File: config.mk
export PLATFORM = sky130hd
export DESIGN_NAME = pmk_front
export DESIGN_NICKNAME = d
export VERILOG_FILES = /design/src/rtl/pmk_pkg.sv /design/src/rtl/pmk_front.sv
export SDC_FILE = /design/constraint.sdc
export NUM_CORES = 2
export LEC_CHECK = 0
export BUFFER_PORTS_ARGS = -buffer_cell sky130_fd_sc_hd__buf_2
export CORE_MARGIN = 2
export CORE_UTILIZATION = 25
export DETAILED_ROUTE_END_ITERATION = 10
export PLACE_DENSITY = 0.49
export SETUP_SLACK_MARGIN = 0.15
export SLEW_MARGIN = 10
export SYNTH_ARGS = -nofsm -noshare
export SYNTH_HDL_FRONTEND = slang
export SYNTH_SLANG_ARGS = --single-unit
export TNS_END_PERCENT = 10
File: constraint.sdc
create_clock -name vclk -period 18.4
set_clock_uncertainty 0.1 [all_clocks]
set_input_delay 1.84 -clock vclk [all_inputs]
set_output_delay 1.84 -clock vclk [all_outputs]
set_load 0.02 [all_outputs]
File: src/rtl/pmk_pkg.sv
// Shared types and constants of the polar Morton key generator.
// No dependencies; every other file imports this package.
package pmk_pkg;

  // CORDIC datapath widths: x/y with 16 guard bits, angle in Q.30 radians
  localparam int CW         = 51;
  localparam int ZW         = 35;
  localparam int ROOT_STEPS = 32;
  localparam int FIFO_DEPTH = 4;

  localparam logic signed [ZW-1:0] HALF_PI_Q30 = 35'sd1686629713;
  localparam logic signed [ZW-1:0] TWO_PI_Q30  = 35'sd6746518852;
  localparam logic signed [ZW-1:0] ROUND_Q14   = 35'sd8192;

  // z lanes of the interleaved key
  localparam logic [62:0] Z_LANE_MASK = 63'h1249249249249249;

  typedef enum logic [2:0] {
    CFG_KEY_MODE    = 3'd0,
    CFG_NORM_FACTOR = 3'd1,
    CFG_CORNER_PHI  = 3'd2,
    CFG_CORNER_R    = 3'd3,
    CFG_CORNER_Z    = 3'd4
  } cfg_index_t;

  typedef struct packed {
    logic               key_mode;
    logic        [31:0] norm_factor;
    logic signed [31:0] corner_phi;
    logic signed [31:0] corner_r;
    logic signed [31:0] corner_z;
  } cfg_t;

  typedef struct packed {
    logic signed [31:0] pos_x;
    logic signed [31:0] pos_y;
    logic signed [31:0] pos_z;
    logic        [31:0] particle_index;
    logic               last_item;
  } in_word_t;

  typedef struct packed {
    logic [62:0] morton_key;
    logic [31:0] key_index;
    logic        key_last;
    logic        clamped;
  } out_word_t;

  // classified word handed from front to back
  typedef struct packed {
    logic                  zero_vec;
    logic signed [32:0]    cx;
    logic signed [32:0]    cy;
    logic signed [ZW-1:0]  z0;
    logic        [63:0]    sq_x;
    logic        [63:0]    sq_y;
    logic signed [31:0]    pos_z;
    logic        [31:0]    idx;
    logic                  last;
  } fb_word_t;

  // round(atan(2^-i) * 2^30)
  function automatic logic [30:0] atan_q30(input logic [4:0] i);
    logic [30:0] v;
    unique case (i)
      5'd0:  v = 31'd843314857;
      5'd1:  v = 31'd497837829;
      5'd2:  v = 31'd263043837;
      5'd3:  v = 31'd133525159;
      5'd4:  v = 31'd67021687;
      5'd5:  v = 31'd33543516;
      5'd6:  v = 31'd16775851;
      5'd7:  v = 31'd8388437;
      5'd8:  v = 31'd4194283;
      5'd9:  v = 31'd2097149;
      5'd10: v = 31'd1048576;
      5'd11: v = 31'd524288;
      5'd12: v = 31'd262144;
      5'd13: v = 31'd131072;
      5'd14: v = 31'd65536;
      5'd15: v = 31'd32768;
      5'd16: v = 31'd16384;
      5'd17: v = 31'd8192;
      5'd18: v = 31'd4096;
      5'd19: v = 31'd2048;
      5'd20: v = 31'd1024;
      5'd21: v = 31'd512;
      5'd22: v = 31'd256;
      5'd23: v = 31'd128;
      5'd24: v = 31'd64;
      5'd25: v = 31'd32;
      5'd26: v = 31'd16;
      5'd27: v = 31'd8;
      5'd28: v = 31'd4;
      5'd29: v = 31'd2;
      5'd30: v = 31'd1;
      default: v = 31'd0;
    endcase
    return v;
  endfunction

endpackage

File: src/rtl/pmk_front.sv
// Front end: classifies a position word (quadrant pre-rotation, zero vector)
// and squares |x| and |y| for the root unit. Depends on pmk_pkg.
module pmk_front import pmk_pkg::*; (
  input  in_word_t in_data,
  output fb_word_t fb
);

  logic [31:0] ax, ay;
  logic signed [32:0] xe, ye;

  // magnitudes and sign-extended coordinates
  assign ax = in_data.pos_x[31] ? 32'(-in_data.pos_x) : in_data.pos_x;
  assign ay = in_data.pos_y[31] ? 32'(-in_data.pos_y) : in_data.pos_y;
  assign xe = {in_data.pos_x[31], in_data.pos_x};
  assign ye = {in_data.pos_y[31], in_data.pos_y};

  // squares, and rotate left half-plane into the right one
  always_comb begin
    fb.zero_vec = (in_data.pos_x == '0) && (in_data.pos_y == '0);
    fb.sq_x     = 64'(ax) * 64'(ax);
    fb.sq_y     = 64'(ay) * 64'(ay);
    fb.pos_z    = in_data.pos_z;
    fb.idx      = in_data.particle_index;
    fb.last     = in_data.last_item;
    if (!in_data.pos_x[31]) begin
      fb.cx = xe;
      fb.cy = ye;
      fb.z0 = '0;
    end else if (!in_data.pos_y[31]) begin
      fb.cx = ye;
      fb.cy = -xe;
      fb.z0 = HALF_PI_Q30;
    end else begin
      fb.cx = -ye;
      fb.cy = xe;
      fb.z0 = -HALF_PI_Q30;
    end
  end

endmodule

==> run_results.csv <==
group,metric,value,unit
critical_path,cpPeakStageDelay,860,ps
die,die_area,245000,sq um
global_routing,track_usage,18.0,%
global_routing,grt_pass1_vias,50400,
timing,finalSetupViolCount,0,
yosys,postSynthAreaPerCell,8.88,sq um
timing,rsz0062_at_grt,"no",
placed_design,dp_slack,2290,ps
timing,slew_violations,0,
route,postRouteAntennaNets,0,
timing,slew_headroom,14.2,%
placed_design,gp_congestion,0.958,
placed_design,portBuffers,291,
critical_path,critPathSlowestCell,"a31oi_1",
timing,timing.fmax,0.0622,GHz
placed_design,place_area,65300,sq um
route,routed_wirelength,217000,um
route,first_pass_iters,6,
route,viasPerCell,4.46,
yosys,ys_types,82,
yosys,synth_area,60300,sq um
timing,worst_slew_pin_slew,1270,ps
critical_path,critPathKind,"input pin to output port",
timing,period_minus_slack,16080,ps
route,drc,0,
die,core_area,240000,sq um
die,rows,180,
finish,n_clock_buffer,0,
critical_path,critical_path_required,16460,ps
critical_path,startpoint,"in_data[65]",
cts,cts_setup_buffers,0,
route,vias,45000,
critical_path,arrival,14140,ps
global_routing,grt_start_max_net_pins,75,
die,io_pins,424,
route,first_iter_violations,2693,
yosys,postSynthCellCount,6796,
min_path,min_path_type,"input pin to output port",
yosys,yosysMostFrequentCell,"inv_1",
run_status,status,"finished, final reports clean",
flow_run,maxCapViolations,0,
finish,drive_above_1_share,7.13,%
finish,design_area,65300,sq um
finish,utilization,27.2,%
yosys,synthDominantCellAreaShare,52.9,%
timing,finalCritPeriodShare,87.4,%
yosys,synth_warnings,0,
min_path,hp-start,"in_data[10]",
cts,ctsResizeCount,0,
finish,fin_nets,9174,
die,die_w,495,um
yosys,synth_seq_area_share,0,%
critical_path,end_kind,"output port",
global_routing,grt_pass1_wl,327000,um
timing,setup_ws,2320,ps
die,fp.dieH,495,um
finish,n_sequential_cell,0,
global_routing,antenna_found_initial,24,
placed_design,dp.final_hpwl,187000,um
critical_path,critPathMaxFanout,18,
finish,seqCellArea,0,sq um
timing,fin_setup_tns,0,ps
timing,finalHoldViolations,0,
critical_path,path_buf_inv,10,
yosys,synthTopCellsByCount,"1976 x inv_1, 1593 x fa_1, 635 x nor2_1",
die,initial_core_util,25.1,%
global_routing,grt.overflow.total,0,
finish,areaGrowthSynthToFinish,8.31,%
yosys,synth_area_leaders,"fa_1 53%, inv_1 12%, ha_1 12%",
route,wl_per_cell,21.5,um
critical_path,crit_family,"adder cells",
critical_path,worstSetupStartpointType,"input pin",
cts,hold_buffers,0,
yosys,yosysTopAreaCell,"fa_1",
## through the flow
| step | hold slack, ps | cells |
|---|---|---|
| after global placement | 3580 | 10100 |
| after CTS | 3580 | 10100 |
| after global routing | 3580 | 10100 |
| final | 3580 | 10100 |
| after floorplan | 3690 | 6821 |
| after detailed placement | 3580 | 10100 |
## placed cells by master, fill, tap and decap left out, types with 13 or more instances in the layout
| cell type | netlist | layout |
|---|---|---|
| inv_1 | 1976 | 1976 |
| fa_1 | 1593 | 1593 |
| nor2_1 | 635 | 634 |
| nand2_1 | 592 | 592 |
| ha_1 | 564 | 564 |
| buf_2 | 17 | 289 |
| a21oi_1 | 212 | 212 |
| xnor2_1 | 178 | 161 |
| a21o_1 | 120 | 120 |
| buf_4 | 104 | 117 |
| xor2_1 | 87 | 76 |
| o21ai_0 | 73 | 72 |
| nor3_1 | 35 | 35 |
| o21bai_1 | 31 | 31 |
| nand4_1 | 30 | 30 |
| and2_1 | 28 | 28 |
| conb_1 | 2 | 27 |
| and3_1 | 22 | 22 |
| nand3_1 | 21 | 21 |
| nor2b_1 | 20 | 20 |
| diode_2 | 0 | 18 |
| or3_1 | 16 | 16 |
| xor2_2 | 4 | 15 |
| xnor2_2 | 1 | 14 |
| nand2b_1 | 13 | 13 |
| a31oi_1 | 13 | 13 |
## layout make-up
class	instances	area [sq um]
Fill cell	26000	175000
Multi-Input combinational cell	4484	51500
Inverter	1995	7490
Tap cell	3185	3990
Timing Repair Buffer	407	2340
Antenna cell	18	45.0
## metal layers
| layer | up-vias | track usage (%) | share of wire (%) |
|---|---|---|---|
| met3 | 358 | 1.84 | 5.1 |
| met4 | 0 | 10.6 | 6.9 |
| li1 | 19800 | - | - |
| met2 | 1416 | 29.8 | 48 |
| met5 | - | 0 | 0 |
| met1 | 23400 | 22.8 | 40 |
## logic make-up after synthesis
| group | Yosys count | share of synthesized area [%] |
|---|---|---|
| XOR/XNOR | 271 | 4.03 |
| other | 2 | 0.0124 |
| adder cells (fa/ha/maj) | 2157 | 64.6 |
| AND/OR/NAND/NOR | 1468 | 10.2 |
| AO/OA/AOI/OAI | 553 | 5.84 |
| multiplexers | 8 | 0.143 |
| buffers and inverters | 2337 | 15.3 |
## path summary, 6_finish.rpt
kind / to / slack [ps] / depth (start not counted)
worst max-delay path: fb[122] / 2320 / 36
worst min-delay path: fb[10] / 3580 / 0
Power is left out: the tool's default activity adds up to more than one toggle a clock period on the data nets, which glitch-free logic cannot reach.
