===== src/rtl/pmk_pkg.sv =====
// Shared types and constants of the polar Morton key generator.
// No dependencies; every other file imports this package.
package pmk_pkg;

  // CORDIC datapath widths: x/y with 16 guard bits, angle in Q.30 radians
  localparam int CW         = 51;
  localparam int ZW         = 35;
  localparam int ROOT_STEPS = 32;
  localparam int FIFO_DEPTH = 4;

  localparam logic signed [ZW-1:0] HALF_PI_Q30 = 35'sd1686629713;
  localparam logic signed [ZW-1:0] TWO_PI_Q30  = 35'sd6746518852;
  localparam logic signed [ZW-1:0] ROUND_Q14   = 35'sd8192;

  // z lanes of the interleaved key
  localparam logic [62:0] Z_LANE_MASK = 63'h1249249249249249;

  typedef enum logic [2:0] {
    CFG_KEY_MODE    = 3'd0,
    CFG_NORM_FACTOR = 3'd1,
    CFG_CORNER_PHI  = 3'd2,
    CFG_CORNER_R    = 3'd3,
    CFG_CORNER_Z    = 3'd4
  } cfg_index_t;

  typedef struct packed {
    logic               key_mode;
    logic        [31:0] norm_factor;
    logic signed [31:0] corner_phi;
    logic signed [31:0] corner_r;
    logic signed [31:0] corner_z;
  } cfg_t;

  typedef struct packed {
    logic signed [31:0] pos_x;
    logic signed [31:0] pos_y;
    logic signed [31:0] pos_z;
    logic        [31:0] particle_index;
    logic               last_item;
  } in_word_t;

  typedef struct packed {
    logic [62:0] morton_key;
    logic [31:0] key_index;
    logic        key_last;
    logic        clamped;
  } out_word_t;

  // classified word handed from front to back
  typedef struct packed {
    logic                  zero_vec;
    logic signed [32:0]    cx;
    logic signed [32:0]    cy;
    logic signed [ZW-1:0]  z0;
    logic        [63:0]    sq_x;
    logic        [63:0]    sq_y;
    logic signed [31:0]    pos_z;
    logic        [31:0]    idx;
    logic                  last;
  } fb_word_t;

  // round(atan(2^-i) * 2^30)
  function automatic logic [30:0] atan_q30(input logic [4:0] i);
    logic [30:0] v;
    unique case (i)
      5'd0:  v = 31'd843314857;
      5'd1:  v = 31'd497837829;
      5'd2:  v = 31'd263043837;
      5'd3:  v = 31'd133525159;
      5'd4:  v = 31'd67021687;
      5'd5:  v = 31'd33543516;
      5'd6:  v = 31'd16775851;
      5'd7:  v = 31'd8388437;
      5'd8:  v = 31'd4194283;
      5'd9:  v = 31'd2097149;
      5'd10: v = 31'd1048576;
      5'd11: v = 31'd524288;
      5'd12: v = 31'd262144;
      5'd13: v = 31'd131072;
      5'd14: v = 31'd65536;
      5'd15: v = 31'd32768;
      5'd16: v = 31'd16384;
      5'd17: v = 31'd8192;
      5'd18: v = 31'd4096;
      5'd19: v = 31'd2048;
      5'd20: v = 31'd1024;
      5'd21: v = 31'd512;
      5'd22: v = 31'd256;
      5'd23: v = 31'd128;
      5'd24: v = 31'd64;
      5'd25: v = 31'd32;
      5'd26: v = 31'd16;
      5'd27: v = 31'd8;
      5'd28: v = 31'd4;
      5'd29: v = 31'd2;
      5'd30: v = 31'd1;
      default: v = 31'd0;
    endcase
    return v;
  endfunction

endpackage


===== src/rtl/pmk_fifo.sv =====
// Short queue between front and back of the key generator.
// Depends on pmk_pkg for the word type and depth.
module pmk_fifo import pmk_pkg::*; (
  input  logic     clk,
  input  logic     rst,
  input  logic     push,
  input  fb_word_t wdata,
  input  logic     pop,
  output fb_word_t rdata,
  output logic     full,
  output logic     empty
);

  localparam int PW = $clog2(FIFO_DEPTH);

  fb_word_t      mem [FIFO_DEPTH];
  logic [PW-1:0] wr_ptr, rd_ptr;
  logic [PW:0]   count;

  assign full  = (count == (PW+1)'(FIFO_DEPTH));
  assign empty = (count == '0);
  assign rdata = mem[rd_ptr];

  // store word
  always_ff @(posedge clk) begin
    if (push) begin
      mem[wr_ptr] <= wdata;
    end
  end

  // advance pointers and fill count
  always_ff @(posedge clk) begin
    if (rst) begin
      wr_ptr <= '0;
      rd_ptr <= '0;
      count  <= '0;
    end else begin
      if (push) begin
        wr_ptr <= (wr_ptr == PW'(FIFO_DEPTH-1)) ? '0 : wr_ptr + 1'b1;
      end
      if (pop) begin
        rd_ptr <= (rd_ptr == PW'(FIFO_DEPTH-1)) ? '0 : rd_ptr + 1'b1;
      end
      count <= count + (PW+1)'(push) - (PW+1)'(pop);
    end
  end

  a_count_max: assert property (@(posedge clk) disable iff (rst)
    count <= (PW+1)'(FIFO_DEPTH)) else $error("fifo over depth");
  a_count_up: assert property (@(posedge clk) disable iff (rst)
    push && !pop |=> count == $past(count) + 1'b1) else $error("fifo count lost a push");
  a_no_pop_empty: assert property (@(posedge clk) disable iff (rst)
    empty |-> !pop) else $error("pop from empty fifo");

endmodule


===== config.mk =====
export PLATFORM = sky130hd
export DESIGN_NAME = pmk_fifo
export DESIGN_NICKNAME = d
export VERILOG_FILES = /design/src/rtl/pmk_pkg.sv /design/src/rtl/pmk_fifo.sv
export SDC_FILE = /design/constraint.sdc
export NUM_CORES = 1
export LEC_CHECK = 0
export BUFFER_PORTS_ARGS = -buffer_cell sky130_fd_sc_hd__buf_2
export CORE_AREA = 2 2 281 353
export CTS_CLUSTER_DIAMETER = 60
export DETAILED_ROUTE_END_ITERATION = 8
export DIE_AREA = 0 0 283 355
export PLACE_DENSITY = 0.66
export SLEW_MARGIN = 25
export SYNTH_ARGS = -nofsm -noshare
export SYNTH_HDL_FRONTEND = slang
export SYNTH_SLANG_ARGS = --single-unit

===== constraint.sdc =====
create_clock -name clk -period 8.37 [get_ports clk]
set_input_delay 1.674 -clock clk [delete_from_list [all_inputs] [get_ports clk]]
set_output_delay 1.674 -clock clk [all_outputs]
set_load 0.1 [all_outputs]

==> qor.txt, run 1 <==
Clock tree buffer depth - 3
Max VDD drop - 0.258 mV
First-pass GRT wire length - 130 mm
Max_cap viols - 0
Worst Clk Skew - 0.0464 ns
P&R area growth vs syn - 18.8%
CTS Sinks - 1189
Synth top area share - 0.817
Distinct cells, synth - 21
Drt wl/cell - 24.1 um
Internal power - 0.0101 W
Mapped Area - 43400 sq um
Area contributors post-synth - edfxtp_1 (82%), mux4_2 (11%), mux4_1 (5.2%), buf_6 (0.68%), dfxtp_1 (0.42%)
Rel. slew slack - 0.273
Switching Fraction - 0.288
Clock-pin slew on the worst setup and hold paths - 0.06 ns
Clock power share - 0.347
Synth area leader - edfxtp_1
Number of port buffers - 595
Peak Freq - 0.200 GHz
Routability cong. - 0.759
GR Overflow Total - 0
Finished Cell Area - 51500 sq um
Slew @ Worst Pin - 1.09 ns
Later-pin clock latency in the skew report - 0.67 ns
Critical-path top delay cell - dfxtp_4
Fillers - 7331
CP max FO - 101
Die width - 283 um
Final Hold Viols - 0
PwrDens - 274 nW/um^2
DP Area - 47700 sq um
Vias in the first global route - 20609
Setup bufs post-CTS - 0
Most common cell in the netlist - edfxtp_1
Status - complete, no violations
Arr. time, crit path - 3.32 ns
TNS Setup - 0 ns
CTS Hold Bufs - 0
Setup-failing EPs final - 0
Syn Nets - 1891
Combinational Power Share - 0.167
Synthesized flop and latch total - 1189
Core Footprint - 96900 sq um
Final std cells w/o fill - 3659
Cell Rows - 128
Root Driver - clkbuf_16
H-tree levels - 3
Seq pwr share - 0.486
Antenna viol nets, final - 0
# IOs - 596
Post-synth ARST share - 0
Largest net degree at the start of global routing - 150
HPWL after detailed placement - 53.8 mm
Min Tclk post-route - 5.00 ns
DIE AREA - 100000 sq um
Via count of the routed design - 19235
CTS tree - yes
Violation count after the first detailed-routing iteration - 1116
Via density - 5.26
Leakage power - 17.2 nW
Kind of critical path - reg2out
Top cells by count, synth - edfxtp_1 (1180), mux4_2 (210), mux4_1 (85)
Mapped Avg Cell Area - 27.4 sq um
RSZ-0062 raised after global routing - no
Post-synth EDFFs - 1180
Initial antenna violation count - 38
Max Slew Vio Count - 0
Initial DRT Pass Iterations - 5
Psw - 0.00407 W
Post-CTS resize count - 0
Crit-path cells - buf_12 > mux4_1 > buf_2
Synth Flop Type - edfxtp_1
Sequential area share after synthesis - 0.821
Slowest stage delay, CP - 0.81 ns
Total of warnings raised by yosys - 0
Die H - 355 um
Tcrit/Tclk final - 0.597
Mapped Cells - 1584
Final nets - 2553
Worst endpoint required time - 6.70 ns
Bufs and invs on worst path - 2
CP top delay family - flip-flops
Tot GR Track Use - 0.173
Initial Util - 0.448
Inst Count DP - 3428
Crit end category - primary output
Hold Crit Class - reg2reg
Total Routed Length - 88.2 mm
Clock buffer count from CTS - 112
Fraction of layout cells with a size suffix above 1 - 0.422
DRC errors left - 0
Startpoint types - register
[state kept, by name, summed over array words and instances, names as in the netlist, named ones only]
name and flops:
wr_ptr 2, mem 1180, rd_ptr 2, count 3
[final cells by class]
type / count / area, sq um / share of cell area
sequential: 1189 / 35600 / 0.692
multi-input combinational: 323 / 7220 / 0.140
timing repair buffer: 614 / 3340 / 0.0648
clock buffer: 144 / 2950 / 0.0574
tap: 1300 / 1630 / 0.0316
clock inverter: 61 / 657 / 0.0128
antenna: 22 / 55.1 / 0.00107
inverter: 6 / 22.5 / 0.000437
[worst min-delay path, delay by kind of cell, from the launching register on]
kind | cells | cell delay [ns]
flops | 1 | 0.32
compound gates | 1 | 0.07
simple gates | 1 | 0.07
[placed cells by master (no fill, tap or decap), types with 6 or more instances in the layout]
cell and instances:
edfxtp_1 1180, buf_2 595, mux4_2 210, clkbuf_16 113
mux4_1 85, clkbuf_1 30, diode_2 22, clkinv_1 21
clkinv_2 13, buf_12 11, bufinv_16 9, ha_1 7
dfxtp_1 7, inv_1 6, clkinvlp_4 6
[layer usage]
metal  share of wire  vias to the layer above  global-route usage
li1                -                     8342                   -
met1            0.37                    10050               0.201
met2            0.51                      641               0.291
met3           0.083                      180              0.0600
met4           0.037                       22              0.0756
met5          0.0015                        -                   0
[metrics by stage]
step	hold slack [ns]	total power [W]	worst slack, ns	util
after global routing	0.535	0.0146	3.10	0.531
after floorplan	0.469	0.00891	2.65	-
after detailed placement	0.500	0.00936	4.00	0.493
after global placement	0.475	0.00932	4.01	0.493
final	0.502	0.0141	3.37	0.532
after CTS	0.510	0.0143	3.27	0.530
[path summary, 6_finish.rpt]
check / startpoint / end / slack, ns / cells after the start
worst max-delay path: register / rdata[210] / 3.37 / 3
worst min-delay path: rd_ptr[0] / register / 0.50 / 2
worst max register to register: wr_ptr[0] / mem[0][240] / 5.74 / 5
worst min register to register: rd_ptr[0] / register / 0.50 / 2
[cell families (layout without fill, tap and decap cells)]
kind of cell             Yosys count  count (layout)  share of synthesized area
AO/OA/AOI/OAI                      2               2                   0.000231
XOR/XNOR                           1               1                   0.000548
adder cells (fa/ha/maj)            8               8                    0.00248
buffers and inverters             72             825                     0.0124
flip-flops                      1189            1189                      0.821
multiplexers                     297             297                      0.161
other                              0              22                          0
AND/OR/NAND/NOR                   15              15                    0.00208
[power by group through the flow]
stage / sequential [W] / clock (W) / combinational, W
2_1_floorplan: 0.00699 / 0 / 0.00192
3_3_place_gp: 0.00697 / 0 / 0.00235
3_5_place_dp: 0.00699 / 0 / 0.00237
4_1_cts: 0.00686 / 0.00502 / 0.00237
5_1_grt: 0.00687 / 0.00526 / 0.00244
6_report: 0.00686 / 0.00490 / 0.00236
Note: power is estimated with default switching activity, not from simulation.
==> run 2: changes to the inputs <==
--- a/config.mk
+++ b/config.mk
@@ -10,7 +10,7 @@
 export CTS_CLUSTER_DIAMETER = 60
 export DETAILED_ROUTE_END_ITERATION = 8
 export DIE_AREA = 0 0 283 355
-export PLACE_DENSITY = 0.66
+export PLACE_DENSITY = 0.64
 export SLEW_MARGIN = 25
 export SYNTH_ARGS = -nofsm -noshare
 export SYNTH_HDL_FRONTEND = slang
==> constraint.sdc (replaced) <==
create_clock -name clk -period 4.92 [get_ports clk]
set_input_delay 0.984 -clock clk [delete_from_list [all_inputs] [get_ports clk]]
set_output_delay 0.984 -clock clk [all_outputs]
set_load 0.1 [all_outputs]
==> run 2 against run 1 <==
Combinational power rose by 72%. Power is 72% higher. Flip-flop and latch count unchanged. Highest routed layer unchanged. Setup slack got worse by 2.4 ns. First-iteration DRC count rose by 22%. Register-to-register slack got worse by 3.1 ns. Largest power group unchanged. Sequential power grew 71%. Worst hold slack gained 0.0057 ns.
==> qor.txt, run 2 (same netlist as run 1, synthesis figures left out) <==
H-tree levels - 3 (unchanged)
Later-pin clock latency in the skew report - 0.68 ns (about the same)
Number of flip-flops in the largest register - 1180 (unchanged)
Largest net degree at the start of global routing - 71 (-53%)
Leakage power - 17.4 nW (+1.4%)
Setup WS pre-CTS - 1.59 ns (-2.41 ns)
Setup bufs post-CTS - 0 (unchanged)
Vias in the first global route - 21055 (+2.2%)
Status - complete, no violations
P&R area growth vs syn - 19.6%
Max Slew Vio Count - 0 (unchanged)
Total Routed Length - 94.1 mm (+6.7%)
Clock-pin slew on the worst setup and hold paths - 0.07 ns (about the same)
Drt wl/cell - 25.5 um (+5.7%)
PwrDens - 467 nW/um^2 (+70%)
Cell Rows - 128 (unchanged)
Most flop-heavy register - mem
Final Hold Viols - 0 (unchanged)
Fraction of layout cells with a size suffix above 1 - 0.435 (+0.0128)
Max_cap viols - 0 (unchanged)
Biggest regs - mem (1180), count (3)
Core Footprint - 96900 sq um (unchanged)
Finished Cell Area - 51900 sq um (+0.74%)
Via density - 5.35 (+1.7%)
Post-CTS resize count - 0 (unchanged)
Hold Crit Class - reg2reg
Slew @ Worst Pin - 0.892 ns (-0.198 ns)
Worst endpoint required time - 3.94 ns (-2.76 ns)
Tcrit/Tclk final - 0.805
DIE AREA - 100000 sq um (unchanged)
Initial Util - 0.448 (unchanged)
Rel. slew slack - 0.405 (+0.132)
TNS Setup - 0 ns (unchanged)
Worst Reg-to-Reg Cells - 4 (-1)
HPWL after detailed placement - 61.5 mm (+14%)
DP Area - 48200 sq um (+1.0%)
WHS Path Cells - 2 (unchanged)
# IOs - 596 (unchanged)
CP max FO - 27 (-73%)
Worst Clk Skew - 0.0286 ns (-0.0178 ns)
Max VDD drop - 0.439 mV (+70%)
Die width - 283 um (unchanged)
Initial antenna violation count - 44 (+16%)
Startpoint types - register
CTS tree - yes
Kind of critical path - reg2out
Number of port buffers - 595 (unchanged)
Violation count after the first detailed-routing iteration - 1357 (+22%)
CTS Sinks - 1189 (unchanged)
Clock tree buffer depth - 3 (unchanged)
Min Tclk post-route - 3.96 ns
Die H - 355 um (unchanged)
Most frequent cells in the layout - edfxtp_1 (1180), buf_2 (595), mux4_2 (210)
Root Driver - clkbuf_16
First-pass GRT wire length - 138 mm (+6.3%)
Clock buffer count from CTS - 110 (-1.8%)
RSZ-0062 raised after global routing - no
Initial DRT Pass Iterations - 5 (unchanged)
Arr. time, crit path - 2.98 ns (-0.34 ns)
Crit end category - primary output
Worst setup margin - 0.959 ns (-2.41 ns)
Setup-failing EPs final - 0 (unchanged)
Peak Freq - 0.252 GHz
CTS Hold Bufs - 0 (unchanged)
Via count of the routed design - 19748 (+2.7%)
DRC errors left - 0 (unchanged)
Most common cell after layout, fill and taps aside - edfxtp_1
Antenna viol nets, final - 0 (unchanged)
Tot GR Track Use - 0.186 (+0.0131)
GR Overflow Total - 0 (unchanged)
Final nets - 2593 (+1.6%)
Routability cong. - 0.781 (+2.9%)
[run 2: changes by cell type in the layout (fill, tap and decap cells not counted), moves of 3 or more]
| cell | previous run | this run |
|---|---|---|
| diode_2 | 22 | 19 |
| buf_4 | 4 | 39 |
| clkinv_2 | 13 | 16 |
| bufinv_16 | 9 | 13 |
| clkbuf_1 | 30 | 21 |
| buf_12 | 11 | 22 |
| buf_16 | 4 | 0 |
[run 2: final timing paths]
kind,startpoint,endpoint,slack [ns]
min,rd_ptr[0],register,0.51
min reg2reg,rd_ptr[0],register,0.51
max,register,rdata[117],0.96
max reg2reg,wr_ptr[0],mem[0][87],2.62
[run 2: final cells by class]
cell class	instances	area [sq um]
fill	7345	45000
sequential	1189	35600
multi-input combinational	323	7220
timing repair buffer	656	3710
clock buffer	133	2880
tap	1300	1630
clock inverter	67	746
antenna	19	47.5
inverter	6	22.5
[run 2: power breakdown]
part	leakage [nW]	switching, W	internal (W)	total (W)
clock network	1.75	0.00362	0.00487	0.00849
logic	4.79	0.00325	0.000816	0.00407
registers	10.9	0.000106	0.0116	0.0117
[run 2: critical path: stages (launching register included)]
cell and delay (ns):
dfxtp_4 0.81, buf_4 0.49, mux4_1 0.64, buf_2 0.32
[run 2: layer usage]
metal	wire, um	global-route usage
met4	3080	0.0733
met2	48100	0.312
met5	295	0
met3	7550	0.0626
met1	35100	0.221
[run 2: stage by stage]
| stage | cells | hold slack [ns] | utilization | power, W |
|---|---|---|---|---|
| after global routing | 3688 | 0.460 | 0.535 | 0.0249 |
| after detailed placement | 3474 | 0.498 | 0.498 | 0.0160 |
| after global placement | 3474 | 0.484 | 0.498 | 0.0159 |
| final | 3693 | 0.508 | 0.535 | 0.0242 |
| after CTS | 3674 | 0.449 | 0.535 | 0.0245 |
| after floorplan | 1584 | 0.469 | - | 0.0151 |
==> run 3: changes to the inputs <==
==> constraint.sdc (replaced) <==
create_clock -name clk -period 4 [get_ports clk]
set_input_delay 0.8 -clock clk [delete_from_list [all_inputs] [get_ports clk]]
set_output_delay 0.8 -clock clk [all_outputs]
set_load 0.1 [all_outputs]
==> run 3 against run 2 <==
Clock skew fell by 0.00080 ns. Routed wire length is 1.5% lower. Non-clock buffer count up 14. Combinational power increased by 23%. Critical endpoint is now rdata[258]. Largest power group unchanged.
==> qor.txt, run 3 (same netlist as run 1, synthesis figures left out) <==
Via count of the routed design - 19825 (+0.39%)
First-pass GRT wire length - 136 mm (-1.4%)
CTS Hold Bufs - 0 (unchanged)
Seq pwr share - 0.487 (+0.005)
Peak Freq - 0.279 GHz
Vias in the first global route - 20909 (-0.69%)
Root Driver - clkbuf_16
Rel. slew slack - 0.451 (+0.0460)
Kind of critical path - reg2out
GR Overflow Total - 0 (unchanged)
Status - complete, no violations
Clock buffer count from CTS - 112 (+1.8%)
Number of port buffers - 595 (unchanged)
H-tree levels - 3 (unchanged)
Via density - 5.34 (-0.20%)
Clock power share - 0.343 (-0.007)
DIE AREA - 100000 sq um (unchanged)
Clock-pin slew on the worst setup and hold paths - 0.06 ns (about the same)
Crit end category - primary output
Max VDD drop - 0.466 mV (+6.2%)
TNS Setup - 0 ns (unchanged)
Tcrit/Tclk final - 0.897
Worst endpoint required time - 3.20 ns (-0.74 ns)
Antenna viol nets, final - 0 (unchanged)
DRC errors left - 0 (unchanged)
Final Hold Viols - 0 (unchanged)
P&R area growth vs syn - 19.7% (about the same)
Worst Clk Skew - 0.0278 ns (-0.000803 ns)
Slew @ Worst Pin - 0.823 ns (-0.0690 ns)
Most frequent cells in the layout - edfxtp_1 (1180), buf_2 (595), mux4_2 (210)
Hold Crit Class - in2reg
Routability cong. - 0.774 (-0.82%)
Hold_ws - 0.302 ns (-0.206 ns)
Leakage power - 17.5 nW (+0.13%)
Most common cell after layout, fill and taps aside - edfxtp_1
Most flop-heavy register - mem
Largest net degree at the start of global routing - 67 (-5.6%)
Cell Rows - 128 (unchanged)
CTS tree - yes
Initial DRT Pass Iterations - 5 (unchanged)
Drt wl/cell - 25.0 um (-2.1%)
Post-CTS resize count - 0 (unchanged)
Switching Fraction - 0.289 (+0.00147)
CTS Sinks - 1189 (unchanged)
Final std cells w/o fill - 3715 (+0.60%)
CP max FO - 33 (+22%)
Die H - 355 um (unchanged)
Inst Count DP - 3488 (+0.40%)
Final core utilization - 0.536 (about the same)
Initial Util - 0.448 (unchanged)
Biggest regs - mem (1180), count (3)
Number of flip-flops in the largest register - 1180 (unchanged)
Setup-failing EPs final - 0 (unchanged)
Total Routed Length - 92.7 mm (-1.5%)
# IOs - 596 (unchanged)
Max Slew Vio Count - 0 (unchanged)
Tot Pwr - 0.0295 W (+22%)
Die width - 283 um (unchanged)
Initial antenna violation count - 44 (unchanged)
Fraction of layout cells with a size suffix above 1 - 0.432 (-0.00298)
Later-pin clock latency in the skew report - 0.71 ns (+0.03 ns)
Psw - 0.00853 W (+22%)
Clock tree buffer depth - 3 (unchanged)
Final nets - 2609 (+0.62%)
HPWL after detailed placement - 60.9 mm (-1.0%)
Arr. time, crit path - 2.79 ns (-0.19 ns)
PwrDens - 568 nW/um^2 (+22%)
Setup bufs post-CTS - 0 (unchanged)
Startpoint types - register
Internal power - 0.0209 W (+21%)
Tot GR Track Use - 0.183 (-0.00253)
Core Footprint - 96900 sq um (unchanged)
Min Tclk post-route - 3.59 ns
Combinational Power Share - 0.170 (+0.002)
Max_cap viols - 0 (unchanged)
RSZ-0062 raised after global routing - no
Violation count after the first detailed-routing iteration - 1167 (-14%)
## run 3: cell types whose count changed in the layout (fill, tap and decap cells not counted), moves of 2 or more
| cell | previous run | this run |
|---|---|---|
| buf_4 | 39 | 52 |
| clkbuf_1 | 21 | 34 |
| bufinv_16 | 13 | 7 |
| clkinv_1 | 21 | 27 |
| clkinv_2 | 16 | 11 |
| clkinvlp_4 | 8 | 4 |
| clkbuf_16 | 112 | 114 |
| clkinv_8 | 0 | 2 |
| inv_16 | 3 | 1 |
| inv_8 | 1 | 3 |
## run 3: layout make-up
cell class                      instances  area, sq um
Antenna cell                           20         50.0
Clock buffer                          148         2980
Clock inverter                         59          539
Fill cell                            7367        45000
Inverter                                6         22.5
Multi-Input combinational cell        323         7220
Sequential cell                      1189        35600
Tap cell                             1300         1630
Timing Repair Buffer                  670         3830
## run 3: power by group through the flow
stage	Sequential [W]	Clock, W	Combinational (W)
6_report	0.0143	0.0101	0.00501
2_1_floorplan	0.0146	0	0.00402
4_1_cts	0.0144	0.0104	0.00507
3_5_place_dp	0.0146	0	0.00506
3_3_place_gp	0.0146	0	0.00502
5_1_grt	0.0144	0.0108	0.00517
## run 3: through the flow
| stage | instance area, sq um | worst slack, ns |
|---|---|---|
| after global placement | 48300 | 1.07 |
| after floorplan | 43400 | 0.709 |
| after CTS | 51800 | 0.314 |
| after detailed placement | 48300 | 1.07 |
| final | 51900 | 0.410 |
| after global routing | 51900 | 0.266 |
## run 3: routing by layer
layer / track usage / wire, um / vias up
met5: 0 / 225 / -
met4: 0.0797 / 3200 / 34
li1: - / - / 8480
met1: 0.213 / 34000 / 10465
met2: 0.312 / 48000 / 650
met3: 0.0595 / 7220 / 196
## run 3: path summary, 6_finish.rpt
check	startpoint	to	slack (ns)	cells past startpoint
worst min register to register	wr_ptr[0]	wr_ptr[0]	0.53	2
worst min-delay path	wdata[49]	mem[1][49]	0.30	1
worst max-delay path	register	rdata[258]	0.41	4
worst max register to register	wr_ptr[0]	mem[0][87]	1.88	4
## run 3: worst max-delay path: stages (launching register included)
cell     delay (ns)
dfxtp_4        0.51
buf_12         0.27
buf_12         0.30
mux4_1         0.62
buf_2          0.32
